### config.mk
export PLATFORM = sky130hd
export DESIGN_NAME = plc_mix
export DESIGN_NICKNAME = d
export VERILOG_FILES = /design/src/rtl/plc_pkg.sv /design/src/rtl/plc_mix.sv
export SDC_FILE = /design/constraint.sdc
export NUM_CORES = 1
export LEC_CHECK = 0
export BUFFER_PORTS_ARGS = -buffer_cell sky130_fd_sc_hd__buf_2
export CORE_MARGIN = 5
export CORE_UTILIZATION = 49
export DETAILED_ROUTE_END_ITERATION = 12
export PLACE_DENSITY = 0.7
export SLEW_MARGIN = 40
export SYNTH_ARGS = -nofsm -noshare
export SYNTH_HDL_FRONTEND = slang
export SYNTH_SLANG_ARGS = --single-unit
export TNS_END_PERCENT = 20
### constraint.sdc
create_clock -name clk -period 4.15 [get_ports clk]
set_clock_uncertainty 0.05 [all_clocks]
set_input_delay 0 -clock clk [delete_from_list [all_inputs] [get_ports clk]]
set_output_delay 0 -clock clk [all_outputs]
set_load 0.01 [all_outputs]
### src/rtl/plc_pkg.sv
// plc_pkg: shared constants, codes, heat color table and status types for the
// value-to-color palette lookup. Used by every module in rtl/.
package plc_pkg;

	localparam int SLOTS_DEF    = 100;
	localparam int HEAT_ENTRIES = 100;
	localparam int SPAN_MIN     = 7;
	localparam logic [7:0] GRAY_CH = 8'h80;

	localparam logic [1:0] MODE_SET    = 2'd0;
	localparam logic [1:0] MODE_CLEAR  = 2'd1;
	localparam logic [1:0] MODE_BUILD  = 2'd2;
	localparam logic [1:0] MODE_LOOKUP = 2'd3;

	localparam logic [1:0] CHOICE_HEAT   = 2'd0;
	localparam logic [1:0] CHOICE_STRIPE = 2'd1;
	localparam logic [1:0] CHOICE_GRAD   = 2'd2;

	localparam logic [1:0] REG_LOW    = 2'd0;
	localparam logic [1:0] REG_SPAN   = 2'd1;
	localparam logic [1:0] REG_CHOICE = 2'd2;

	localparam logic [31:0] SPAN_RESET = 32'h0001_0000;

	typedef struct packed {
		logic done;
		logic ok;
	} idx_stat_t;

	localparam logic [23:0] HEAT_ROM [HEAT_ENTRIES] = '{
		24'h0000FF, 24'h000BFF, 24'h0015FF, 24'h001FFF, 24'h0029FF, 24'h0033FF, 24'h003DFF,
		24'h0048FF, 24'h0052FF, 24'h005DFF, 24'h0067FF, 24'h0071FF, 24'h007CFF, 24'h0086FF,
		24'h0090FF, 24'h009BFF, 24'h00A5FF, 24'h00AFFF, 24'h00B9FF, 24'h00C4FF, 24'h00CFFF,
		24'h00D8FF, 24'h00E3FF, 24'h00EDFF, 24'h00F7FF, 24'h00FFFD, 24'h00FFF2, 24'h00FFE8,
		24'h00FFDD, 24'h00FFD3, 24'h00FFC9, 24'h00FFBF, 24'h00FFB5, 24'h00FFAA, 24'h00FFA0,
		24'h00FF96, 24'h00FF8B, 24'h00FF81, 24'h00FF77, 24'h00FF6C, 24'h00FF62, 24'h00FF57,
		24'h00FF4D, 24'h00FF43, 24'h00FF39, 24'h00FF2E, 24'h00FF24, 24'h00FF19, 24'h00FF0F,
		24'h00FF05, 24'h05FF00, 24'h0FFF00, 24'h1AFF00, 24'h24FF00, 24'h2FFF00, 24'h38FF00,
		24'h43FF00, 24'h4EFF00, 24'h58FF00, 24'h62FF00, 24'h6CFF00, 24'h76FF00, 24'h80FF00,
		24'h8BFF00, 24'h95FF00, 24'hA0FF00, 24'hAAFF00, 24'hB4FF00, 24'hBFFF00, 24'hC8FF00,
		24'hD4FF00, 24'hDEFF00, 24'hE8FF00, 24'hF2FF00, 24'hFCFF00, 24'hFFF800, 24'hFFED00,
		24'hFFE200, 24'hFFD900, 24'hFFCE00, 24'hFFC400, 24'hFFB900, 24'hFFAF00, 24'hFFA500,
		24'hFF9B00, 24'hFF9000, 24'hFF8600, 24'hFF7C00, 24'hFF7100, 24'hFF6700, 24'hFF5D00,
		24'hFF5300, 24'hFF4900, 24'hFF3E00, 24'hFF3300, 24'hFF2900, 24'hFF1F00, 24'hFF1500,
		24'hFF0A00, 24'hFF0000
	};

endpackage

### src/rtl/plc_mix.sv
// plc_mix: rounded linear blend of two colors, (x*(d-k)+y*k+d/2)/d per channel,
// three channels side by side, one quotient bit per cycle. Depends on plc_pkg.
module plc_mix #(
	parameter int SLOTS = plc_pkg::SLOTS_DEF
) (
	input  logic                      clk,
	input  logic                      arst_n,
	input  logic                      start,
	input  logic [23:0]               ca,
	input  logic [23:0]               cb,
	input  logic [$clog2(SLOTS)-1:0]  k,
	input  logic [$clog2(SLOTS)-1:0]  d,
	output logic                      done,
	output logic [23:0]               color
);
	import plc_pkg::*;

	localparam int IDXW = $clog2(SLOTS);
	localparam int NW   = 8 + IDXW;

	logic            busy_q;
	logic [2:0]      cnt_q;
	logic            done_q;
	logic [IDXW-1:0] rem_q [3];
	logic [7:0]      lo_q  [3];

	logic [NW-1:0]   num_c [3];
	logic [IDXW:0]   t     [3];
	logic            ge    [3];
	logic [IDXW:0]   tsub  [3];

	always_comb begin
		for (int c = 0; c < 3; c++) begin
			num_c[c] = NW'(ca[8*c +: 8]) * NW'(d - k) + NW'(cb[8*c +: 8]) * NW'(k)
				+ NW'(d >> 1);
			t[c]     = {rem_q[c], lo_q[c][7]};
			ge[c]    = t[c] >= {1'b0, d};
			tsub[c]  = t[c] - {1'b0, d};
		end
	end

	always_ff @(posedge clk or negedge arst_n) begin
		if (!arst_n) begin
			busy_q <= 1'b0;
			cnt_q  <= '0;
			done_q <= 1'b0;
			for (int c = 0; c < 3; c++) begin
				rem_q[c] <= '0;
				lo_q[c]  <= '0;
			end
		end else begin
			done_q <= 1'b0;
			if (start) begin
				// blend is below 256*d, so the top part starts below the divisor
				for (int c = 0; c < 3; c++) begin
					rem_q[c] <= num_c[c][NW-1:8];
					lo_q[c]  <= num_c[c][7:0];
				end
				busy_q <= 1'b1;
				cnt_q  <= '0;
			end else if (busy_q) begin
				for (int c = 0; c < 3; c++) begin
					rem_q[c] <= ge[c] ? tsub[c][IDXW-1:0] : t[c][IDXW-1:0];
					lo_q[c]  <= {lo_q[c][6:0], ge[c]};
				end
				cnt_q <= cnt_q + 1'b1;
				if (cnt_q == 3'd7) begin
					busy_q <= 1'b0;
					done_q <= 1'b1;
				end
			end
		end
	end

	assign done  = done_q;
	assign color = {lo_q[2], lo_q[1], lo_q[0]};

endmodule

==> impl_results.md <==
* Sequential cell area at 0.00125 sq mm
* Minimum clock period at 6.23 ns
* FF+latch count, synth at 50
* Via/cell ratio at 5.09
* CP Launch Type: input port
* Synth Area in Compound Gates at 0.0754
* Avg Cell Area, Syn at 9.02 sq um
* Arrival @ worst endpoint at 6.37 ns
* TritonCTS clock tree: built
* Area occupied by multi-input gates at 0.0143 sq mm
* Pin count of the biggest net entering global routing at 78
* Worst Path Required at 4.29 ns
* Final setup fails at 36
* Final WL at 43.1 mm
* Synth-to-Final Area Change at 20.9%
* Fraction of layout cells with a size suffix above 1 at 0.215
* First-pass GRT wire length at 73.1 mm
* DRT Pass-1 Iters at 5
* Post-Synth Simple-Gate Area at 0.153
* Die H at 195 um
* Vias at 13,088
* Part of the cycle the worst path needs at 1.50
* Max-slew headroom at the worst pin at 0.531
* Syn Nets at 2,432
* Fin. Hold Viols at 0
* Worst min path class: input port to async pin
* Critical Path Sink Type: register
* Final slew viol count at 0
* Slowest stage cell on the critical path: fa_1
* Cell Area, Synth at 0.0167 sq mm
* Core Region at 0.0336 sq mm
* Failing checks: setup timing
* Iteration-0 DRC count of the detailed router at 649
* FILL cells at 2,917
* Max incr delay on CP at 0.54 ns
* Yosys warnings at 0
* HPWL Detailed at 36.5 mm
* Largest family of logic cells by synthesized area: adder cells
* Initial core utilization at 0.497
* Post-synth cell types at 57
* DR WL/cell at 16.8 um
* GR Overflow Total at 0
* DRC violations left at 0
* Clock latency on the worst-skew pair at 0.30 ns
* Proportion of synthesized area in mux cells at 0.0231
* Worst-Margin Slew at 0.704 ns
* Setup CP Type: input port to register
* Crit-path max FO at 5
* PnR worst setup slack at -2.08 ns
* Adder-Cell Fraction of Synth Area at 0.524
* DIE AREA at 0.0379 sq mm
* Sink Count at 50
* Root cell of the clock tree: clkbuf_16
* Max Cap Violations at 0
* Top cell by count, worst path: fa_1
* Antenna-violating nets left at 0
* FP Rows at 67
* Placer congestion estimate at 0.903
* Synth async-reset ratio at 1.00
* Io pins at 90
* Clock slew at reported path FFs at 0.08 ns
* Port Buf Inserts at 89
* RSZ-0062 raised after global routing: yes
* CTS Buffer Depth at 2
* GRT Util Overall at 0.235
* Final instance area at 0.0202 sq mm
* Num CTS Buffers at 5
* Initial antenna violation count at 0
* Status: complete, but fails checks
* Diode count at 0
* Synth Area in XOR/XNOR at 0.0389
* # H-tree levels at 2
* Top FF cell, synth: dfrtp_1
* Final #Nets at 2,701
* Cell count after synthesis at 1,851
* EDFF count, synth at 0
* Fmax at 160 MHz
* Worst hold margin at 0.296 ns
* Placed Area at 0.0193 sq mm
* Sequential fraction of the synthesis area at 0.0750
* Die width at 195 um
* Number of global-route vias before repair at 14,355
==> per-layer routing <==
metal  routed length [um]  up-vias  global-route usage  part of all wire
met3                 2270       65              0.0239             0.053
li1                     -     6196                   -                 -
met5                    0        -                   0                 0
met2                20200      353               0.388              0.47
met4                 1260        0              0.0630             0.029
met1                19300     6474               0.334              0.45
==> cell type report <==
| class | instances | area share |
|---|---|---|
| inverters | 445 | 0.0835 |
| clock buffers | 5 | 0.00620 |
| flip-flops and latches | 50 | 0.0621 |
| multi-input cells | 1311 | 0.710 |
| well taps | 448 | 0.0278 |
| repair buffers | 307 | 0.109 |
| clock inverters | 3 | 0.000930 |
==> sequential cells by signal, indices dropped and copies added, names as in the netlist <==
signal,flops
color,24
rem_q,21
cnt_q,3
busy_q,1
done,1
==> cells in the mapped netlist (all sizes together), types with 8 or more instances <==
cell type / n / area (sq um)
nor3: 13 / 65.1
dfrtp: 50 / 1250
xnor2: 52 / 455
mux2i: 34 / 340
inv: 445 / 1670
and2: 208 / 1300
ha: 211 / 2640
clkbuf: 42 / 158
nor2b: 21 / 131
nand3: 8 / 40.0
a211oi: 9 / 67.6
a21o: 23 / 175
o21ai: 64 / 320
nor2: 36 / 143
nand2: 159 / 597
a21oi: 42 / 210
nand2b: 16 / 100
fa: 305 / 6110
xor2: 17 / 149
o21a: 14 / 105
==> cell families (layout without fill, tap and decap cells) <==
family | count (synthesis) | count (layout)
compound gates | 197 | 197
simple gates | 487 | 487
xor+xnor | 71 | 73
flops | 50 | 50
fa+ha+maj | 516 | 516
mux | 38 | 38
buf+inv | 492 | 760
==> worst max-delay path: cells and delay by family <==
family                     cells  cell delay, ns
AOI/OAI and AO/OA              7            1.28
xor gates and xnor gates       2            0.36
adders and majority gates      9            3.73
buffers and inverters         10            0.64
and+or+nand+nor                2            0.36
==> through the flow <==
step                utilization  instances  setup TNS [ns]  setup WS (ns)
finish                    0.600       2569          -56.19          -2.08
global route              0.600       2569          -64.67          -2.32
CTS                       0.593       2562          -55.56          -2.08
detailed placement        0.575       2541          -75.32          -2.68
global placement          0.575       2541          -72.97          -2.58
floorplan                     -       1851          -51.10          -2.09
==> repair_timing <==
item | CTS | global route
hold endpoints to repair | 51 | 0
resized for setup | 78 | 47
pin swaps | 54 | 59
hold buffers | 2 | 0
gates cloned | 1 | 1
buffers inserted | 10 | 6
setup endpoints to repair | 36 | 36
==> final timing paths <==
path	startpoint	end	slack [ns]	depth (start not counted)
min	arst_n	color[5]	0.30	3
min in group clk	d[0]	rem_q[0]	0.30	5
max	d[0]	rem_q[13]	-2.08	30
max reg2reg	color[15]	rem_q[12]	1.47	10
min reg2reg	rem_q[6]	rem_q[6]	0.48	2
max in group asynchronous	arst_n	busy_q	3.25	3
==> layout by cell type (no fill, tap or decap), drive strengths merged, types with 5 or more instances in the layout <==
cell type / n
o21ai: 64
nor3: 13
a21o: 23
a21oi: 42
nor2: 36
o211ai: 6
nand2: 159
xnor2: 54
buf: 305
nor3b: 5
a211o: 5
nor2b: 21
nand3: 8
o21a: 14
xor2: 17
inv: 446
dfrtp: 50
mux2i: 34
ha: 211
fa: 305
nand2b: 16
clkbuf: 5
and2: 208
a211oi: 9
nand4: 6
Power is not shown: default switching activity piles up to over one toggle a cycle in this logic, so the estimate is an artifact.
