## config.mk

```make
export PLATFORM = sky130hd
export DESIGN_NAME = plc_index
export DESIGN_NICKNAME = d
export VERILOG_FILES = /design/src/rtl/plc_pkg.sv /design/src/rtl/plc_index.sv
export SDC_FILE = /design/constraint.sdc
export NUM_CORES = 1
export LEC_CHECK = 0
export ABC_AREA = 0
export BUFFER_PORTS_ARGS = -buffer_cell sky130_fd_sc_hd__buf_2
export CORE_ASPECT_RATIO = 1.25
export CORE_MARGIN = 5
export CORE_UTILIZATION = 57
export DETAILED_ROUTE_END_ITERATION = 8
export PLACE_DENSITY = 0.76
export SLEW_MARGIN = 25
export SYNTH_ARGS = -nofsm -noshare
export SYNTH_HDL_FRONTEND = slang
export SYNTH_SLANG_ARGS = --single-unit
```

## constraint.sdc

```tcl
create_clock -name clk -period 4 [get_ports clk]
set_input_delay 0 -clock clk [delete_from_list [all_inputs] [get_ports clk]]
set_output_delay 0 -clock clk [all_outputs]
set_load 0.01 [all_outputs]
```

## src/rtl/plc_pkg.sv

```systemverilog
// plc_pkg: shared constants, codes, heat color table and status types for the
// value-to-color palette lookup. Used by every module in rtl/.
package plc_pkg;

	localparam int SLOTS_DEF    = 100;
	localparam int HEAT_ENTRIES = 100;
	localparam int SPAN_MIN     = 7;
	localparam logic [7:0] GRAY_CH = 8'h80;

	localparam logic [1:0] MODE_SET    = 2'd0;
	localparam logic [1:0] MODE_CLEAR  = 2'd1;
	localparam logic [1:0] MODE_BUILD  = 2'd2;
	localparam logic [1:0] MODE_LOOKUP = 2'd3;

	localparam logic [1:0] CHOICE_HEAT   = 2'd0;
	localparam logic [1:0] CHOICE_STRIPE = 2'd1;
	localparam logic [1:0] CHOICE_GRAD   = 2'd2;

	localparam logic [1:0] REG_LOW    = 2'd0;
	localparam logic [1:0] REG_SPAN   = 2'd1;
	localparam logic [1:0] REG_CHOICE = 2'd2;

	localparam logic [31:0] SPAN_RESET = 32'h0001_0000;

	typedef struct packed {
		logic done;
		logic ok;
	} idx_stat_t;

	localparam logic [23:0] HEAT_ROM [HEAT_ENTRIES] = '{
		24'h0000FF, 24'h000BFF, 24'h0015FF, 24'h001FFF, 24'h0029FF, 24'h0033FF, 24'h003DFF,
		24'h0048FF, 24'h0052FF, 24'h005DFF, 24'h0067FF, 24'h0071FF, 24'h007CFF, 24'h0086FF,
		24'h0090FF, 24'h009BFF, 24'h00A5FF, 24'h00AFFF, 24'h00B9FF, 24'h00C4FF, 24'h00CFFF,
		24'h00D8FF, 24'h00E3FF, 24'h00EDFF, 24'h00F7FF, 24'h00FFFD, 24'h00FFF2, 24'h00FFE8,
		24'h00FFDD, 24'h00FFD3, 24'h00FFC9, 24'h00FFBF, 24'h00FFB5, 24'h00FFAA, 24'h00FFA0,
		24'h00FF96, 24'h00FF8B, 24'h00FF81, 24'h00FF77, 24'h00FF6C, 24'h00FF62, 24'h00FF57,
		24'h00FF4D, 24'h00FF43, 24'h00FF39, 24'h00FF2E, 24'h00FF24, 24'h00FF19, 24'h00FF0F,
		24'h00FF05, 24'h05FF00, 24'h0FFF00, 24'h1AFF00, 24'h24FF00, 24'h2FFF00, 24'h38FF00,
		24'h43FF00, 24'h4EFF00, 24'h58FF00, 24'h62FF00, 24'h6CFF00, 24'h76FF00, 24'h80FF00,
		24'h8BFF00, 24'h95FF00, 24'hA0FF00, 24'hAAFF00, 24'hB4FF00, 24'hBFFF00, 24'hC8FF00,
		24'hD4FF00, 24'hDEFF00, 24'hE8FF00, 24'hF2FF00, 24'hFCFF00, 24'hFFF800, 24'hFFED00,
		24'hFFE200, 24'hFFD900, 24'hFFCE00, 24'hFFC400, 24'hFFB900, 24'hFFAF00, 24'hFFA500,
		24'hFF9B00, 24'hFF9000, 24'hFF8600, 24'hFF7C00, 24'hFF7100, 24'hFF6700, 24'hFF5D00,
		24'hFF5300, 24'hFF4900, 24'hFF3E00, 24'hFF3300, 24'hFF2900, 24'hFF1F00, 24'hFF1500,
		24'hFF0A00, 24'hFF0000
	};

endpackage

```

## src/rtl/plc_index.sv

```systemverilog
// plc_index: sample to palette index, trunc((SLOTS-1)*(sample-low)/span),
// one quotient bit per cycle. Depends on plc_pkg.
module plc_index #(
	parameter int SLOTS = plc_pkg::SLOTS_DEF
) (
	input  logic                       clk,
	input  logic                       arst_n,
	input  logic                       start,
	input  logic signed [31:0]         sample,
	input  logic signed [31:0]         low_limit,
	input  logic signed [31:0]         span,
	output plc_pkg::idx_stat_t         stat,
	output logic [$clog2(SLOTS)-1:0]   idx
);
	import plc_pkg::*;

	localparam int IDXW = $clog2(SLOTS);
	localparam int PW   = 33 + IDXW;
	localparam int MW   = 32 + IDXW;
	localparam int CW   = $clog2(IDXW + 1);

	typedef enum logic [1:0] {I_IDLE, I_ABS, I_DIV} ist_t;

	ist_t                  st_q;
	logic signed [PW-1:0]  prod_s1;
	logic                  span_ok_s1;
	logic [31:0]           rem_q;
	logic [IDXW-1:0]       lo_q;
	logic                  neg_q;
	logic                  bad_q;
	logic [CW-1:0]         cnt_q;
	logic                  done_q;
	logic                  ok_q;
	logic [IDXW-1:0]       idx_q;

	logic signed [32:0]    diff;
	logic signed [PW-1:0]  dext;
	logic signed [PW-1:0]  prod_c;
	logic                  neg;
	logic [PW-1:0]         mag;
	logic [31:0]           hi;
	logic [31:0]           dv;
	logic [32:0]           t;
	logic                  ge;
	logic [32:0]           tsub;
	logic [IDXW-1:0]       q_next;

	assign diff   = {sample[31], sample} - {low_limit[31], low_limit};
	assign dext   = {{IDXW{diff[32]}}, diff};
	assign prod_c = dext * $signed(PW'(SLOTS - 1));
	assign neg    = prod_s1[PW-1];
	assign mag    = neg ? PW'(-prod_s1) : PW'(prod_s1);
	assign hi     = mag[MW-1:IDXW];
	assign dv     = span;
	assign t      = {rem_q, lo_q[IDXW-1]};
	assign ge     = t >= {1'b0, dv};
	assign tsub   = t - {1'b0, dv};
	assign q_next = (lo_q << 1) | IDXW'(ge);

	always_ff @(posedge clk or negedge arst_n) begin
		if (!arst_n) begin
			st_q       <= I_IDLE;
			prod_s1    <= '0;
			span_ok_s1 <= 1'b0;
			rem_q      <= '0;
			lo_q       <= '0;
			neg_q      <= 1'b0;
			bad_q      <= 1'b0;
			cnt_q      <= '0;
			done_q     <= 1'b0;
			ok_q       <= 1'b0;
			idx_q      <= '0;
		end else begin
			done_q <= 1'b0;
			case (st_q)
				I_IDLE: begin
					if (start) begin
						prod_s1    <= prod_c;
						span_ok_s1 <= span >= SPAN_MIN;
						st_q       <= I_ABS;
					end
				end
				I_ABS: begin
					// quotient must fit the index width, else out of range
					rem_q <= hi;
					lo_q  <= mag[IDXW-1:0];
					neg_q <= neg;
					bad_q <= !span_ok_s1 || (hi >= dv);
					cnt_q <= '0;
					st_q  <= I_DIV;
				end
				I_DIV: begin
					rem_q <= ge ? tsub[31:0] : t[31:0];
					lo_q  <= q_next;
					cnt_q <= cnt_q + 1'b1;
					if (cnt_q == CW'(IDXW - 1)) begin
						done_q <= 1'b1;
						idx_q  <= q_next;
						// negative offsets only land on slot 0 when they truncate to zero
						ok_q   <= !bad_q && (neg_q ? (q_next == '0)
							: ({1'b0, q_next} <= (IDXW+1)'(SLOTS - 1)));
						st_q   <= I_IDLE;
					end
				end
				default: st_q <= I_IDLE;
			endcase
		end
	end

	assign stat.done = done_q;
	assign stat.ok   = ok_q;
	assign idx       = idx_q;

endmodule

```

==> results.md <==
- CP Launch Type: input pin
- # clock sinks: 96
- Synthesized area per cell: between 8 and 9 um2
- CP most frequent cell: ha_4
- Clock Tree Buf Depth: 2
- Slew @ Worst Pin: just under 0.9 ns
- Final Setup Violations: 33
- Relative slew slack: between 40% and 50%
- FF-to-FF path depth: 13
- CTS Root Cell: clkbuf_16
- Fin. Hold Viols: 0
- Global route overflow: 0
- Row cnt: 63
- WP data arrival: approximately 5.9 ns
- Die Wd: around 150 um
- Nets: between 2000 and 2500
- Clk pin slew, worst setup/hold paths: ~0.07 ns
- First-pass DRT Iterations: 7
- Vias in the first global route: between 15000 and 20000
- TritonCTS Buffers: 9
- Hold Crit Start: start
- CTS tree: built
- Final setup TNS: -34.98 ns
- Tcrit/Tclk final: 141%
- Fill cells: roughly 1300
- Post-DP HPWL: between 20 and 30 mm
- Post-Synthesis Cells: approximately 1600
- Hold endpoint: st_q[1]
- Syn_nets: between 2000 and 2500
- Critical Path RT: 4.23 ns
- H-tree Lvls: 3
- Clk Latency, worst-skew pair: 0.36 ns
- WL/cell: ~20 um
- Hold depth: 5
- RSZ-0062 raised after global routing: yes
- Fmax: roughly 0.18 GHz
- Setup CP Type: input pin to flop
- Maximum fanout along the worst path: 6
- Post-synth ARST share: 100%
- Most frequent cells in the layout: buf_4 (325), inv_1 (220), ha_1 (162)
- Yosys cell types: 66
- Total Routed Length: 48.7 mm
- Netlist Area Pre-Place: 13700 um2
- Initial antenna violation count: 0
- R2R setup slack: -0.03 ns
- Hold Path Class: input pin to flop
- Yosys warns: 0
- Final Wtd Congestion: approximately 0.98
- Layout cell share with drive strength beyond 1: between 30% and 40%
- Clock Skews: roughly 0.012 ns
- CP max stage cell: fa_1
- Number of flops mapped to enable cells by yosys: 0
- MaxCap Viol Count: 0
- Worst path max stage delay: ~0.58 ns
- Boundary Pins: roughly 110
- Full die area: between 20000 and 30000 um2
- Primary FF master, synth: dfrtp_1
- Starting DRT DRC Count: 1034
- DRC violations left: 0
- Tmin final: 5.65 ns
- Final max-slew violation count: 0
- Core area: ~24000 um2
- Area Growth Syn to Fin: 40.8%
- Largest net degree at the start of global routing: 64
- IO Port Bufs: ~110
- RR Endpoint: bad_q
- Global-route usage over all layers: 29.9%
- Vias per cell: 6.28
- Register bit total from synthesis: 96
- Failing checks: negative setup slack
- Outcome: finished with violations
- Antenna-violating nets left: 0
- Die Y: approximately 180 um
- DR vias: 14900
- Initial Utilization: 57.8%
- # diodes: 0
- Global-route wire length before repair: slightly below 70 mm
- Final WS setup: -1.65 ns
- Reg-to-Reg Start: prod_s1[11]
- Register area share after synthesis: 17.6%
- Leading cell type in the layout, fill and taps excluded: buf_4
- Crit path capture type: flop
[cells in the mapped netlist (21+ instances only)]
| library cell | number | area share [%] |
|---|---|---|
| a21o_1 | 62 | 3.4 |
| a21oi_1 | 87 | 3.2 |
| a22oi_1 | 22 | 1.2 |
| clkbuf_1 | 39 | 1.1 |
| dfrtp_1 | 96 | 18 |
| fa_1 | 57 | 8.4 |
| ha_1 | 215 | 20 |
| inv_1 | 248 | 6.8 |
| nand2_1 | 117 | 3.2 |
| nand4_1 | 21 | 0.96 |
| nor2_1 | 60 | 1.6 |
| nor3_1 | 27 | 0.99 |
| o21ai_0 | 125 | 4.6 |
| xnor2_1 | 81 | 5.2 |
| xor2_1 | 45 | 2.9 |
[kinds of logic after synthesis]
logic type | after synthesis | synth area share (%)
fa+ha+maj | 272 | 28.0
mux | 37 | 2.88
simple gates | 354 | 13.0
flops | 96 | 17.6
compound gates | 464 | 22.3
buf+inv | 295 | 8.21
xor+xnor | 126 | 8.08
[per-layer routing]
metal / GRT usage (%) / vias to the layer above / wire length (um)
met1: 33.0 / 7077 / 16800
met3: 2.99 / 343 / 3220
met5: 0 / - / 0
met2: 55.6 / 833 / 24800
met4: 17.2 / 0 / 3840
li1: - / 6627 / -
[critical path: cells and delay by family]
kind | cells | cell delay [ns]
adders and majority gates | 6 | 2.13
AOI/OAI and AO/OA | 10 | 1.94
and+or+nand+nor | 5 | 0.94
buffers and inverters | 6 | 0.52
xor gates and xnor gates | 2 | 0.32
[per-stage QoR]
step           cell area (um2)  std cells  util (%)  worst slack (ns)  hold WS [ns]
6_report                 19200       2368      81.4             -1.65        0.0995
4_1_cts                  18400       2347      77.7             -1.43        0.0927
2_1_floorplan            14200       1644         -             -1.46        -0.296
3_3_place_gp             17200       2307      72.8             -1.99         0.140
5_1_grt                  19200       2368      81.4             -1.95         0.138
3_5_place_dp             17200       2307      72.8             -2.16         0.136
[state kept, by name (all words and copies together), names as in the netlist, 2 cells and up]
| register | cells |
|---|---|
| idx | 7 |
| cnt_q | 3 |
| lo_q | 7 |
| st_q | 2 |
| rem_q | 32 |
| prod_s1 | 40 |
[what timing repair did]
item	in CTS	in global routing
hold endpoints to repair	62	0
setup buffers	24	28
gates resized for setup	133	136
pin swaps	103	121
hold buffers	1	0
endpoints found under the setup margin	32	33
[how the worst max path moves through the flow]
| stage | from | endpoint | slack (ns) | cells after the start |
|---|---|---|---|---|
| final | low_limit[1] | prod_s1[39] | -1.65 | 29 |
| after global routing | low_limit[1] | prod_s1[39] | -1.95 | 29 |
| after CTS | sample[0] | prod_s1[39] | -1.43 | 30 |
| after detailed placement | low_limit[1] | prod_s1[39] | -2.16 | 27 |
| after global placement | low_limit[1] | prod_s1[39] | -1.99 | 27 |
| after floorplan | low_limit[1] | prod_s1[39] | -1.46 | 27 |
[layout make-up]
| class | count | area, um2 | area share (%) |
|---|---|---|---|
| multi-input cells | 1253 | 11800 | 61.5 |
| repair buffers | 463 | 3370 | 17.5 |
| clock buffers | 9 | 225 | 1.17 |
| well taps | 292 | 365 | 1.90 |
| flip-flops and latches | 96 | 2400 | 12.5 |
| clock inverters | 7 | 88.8 | 0.462 |
| inverters | 248 | 961 | 4.99 |
Power is left out: the tool's default activity adds up to more than one toggle a clock period on the data nets, which glitch-free logic cannot reach.
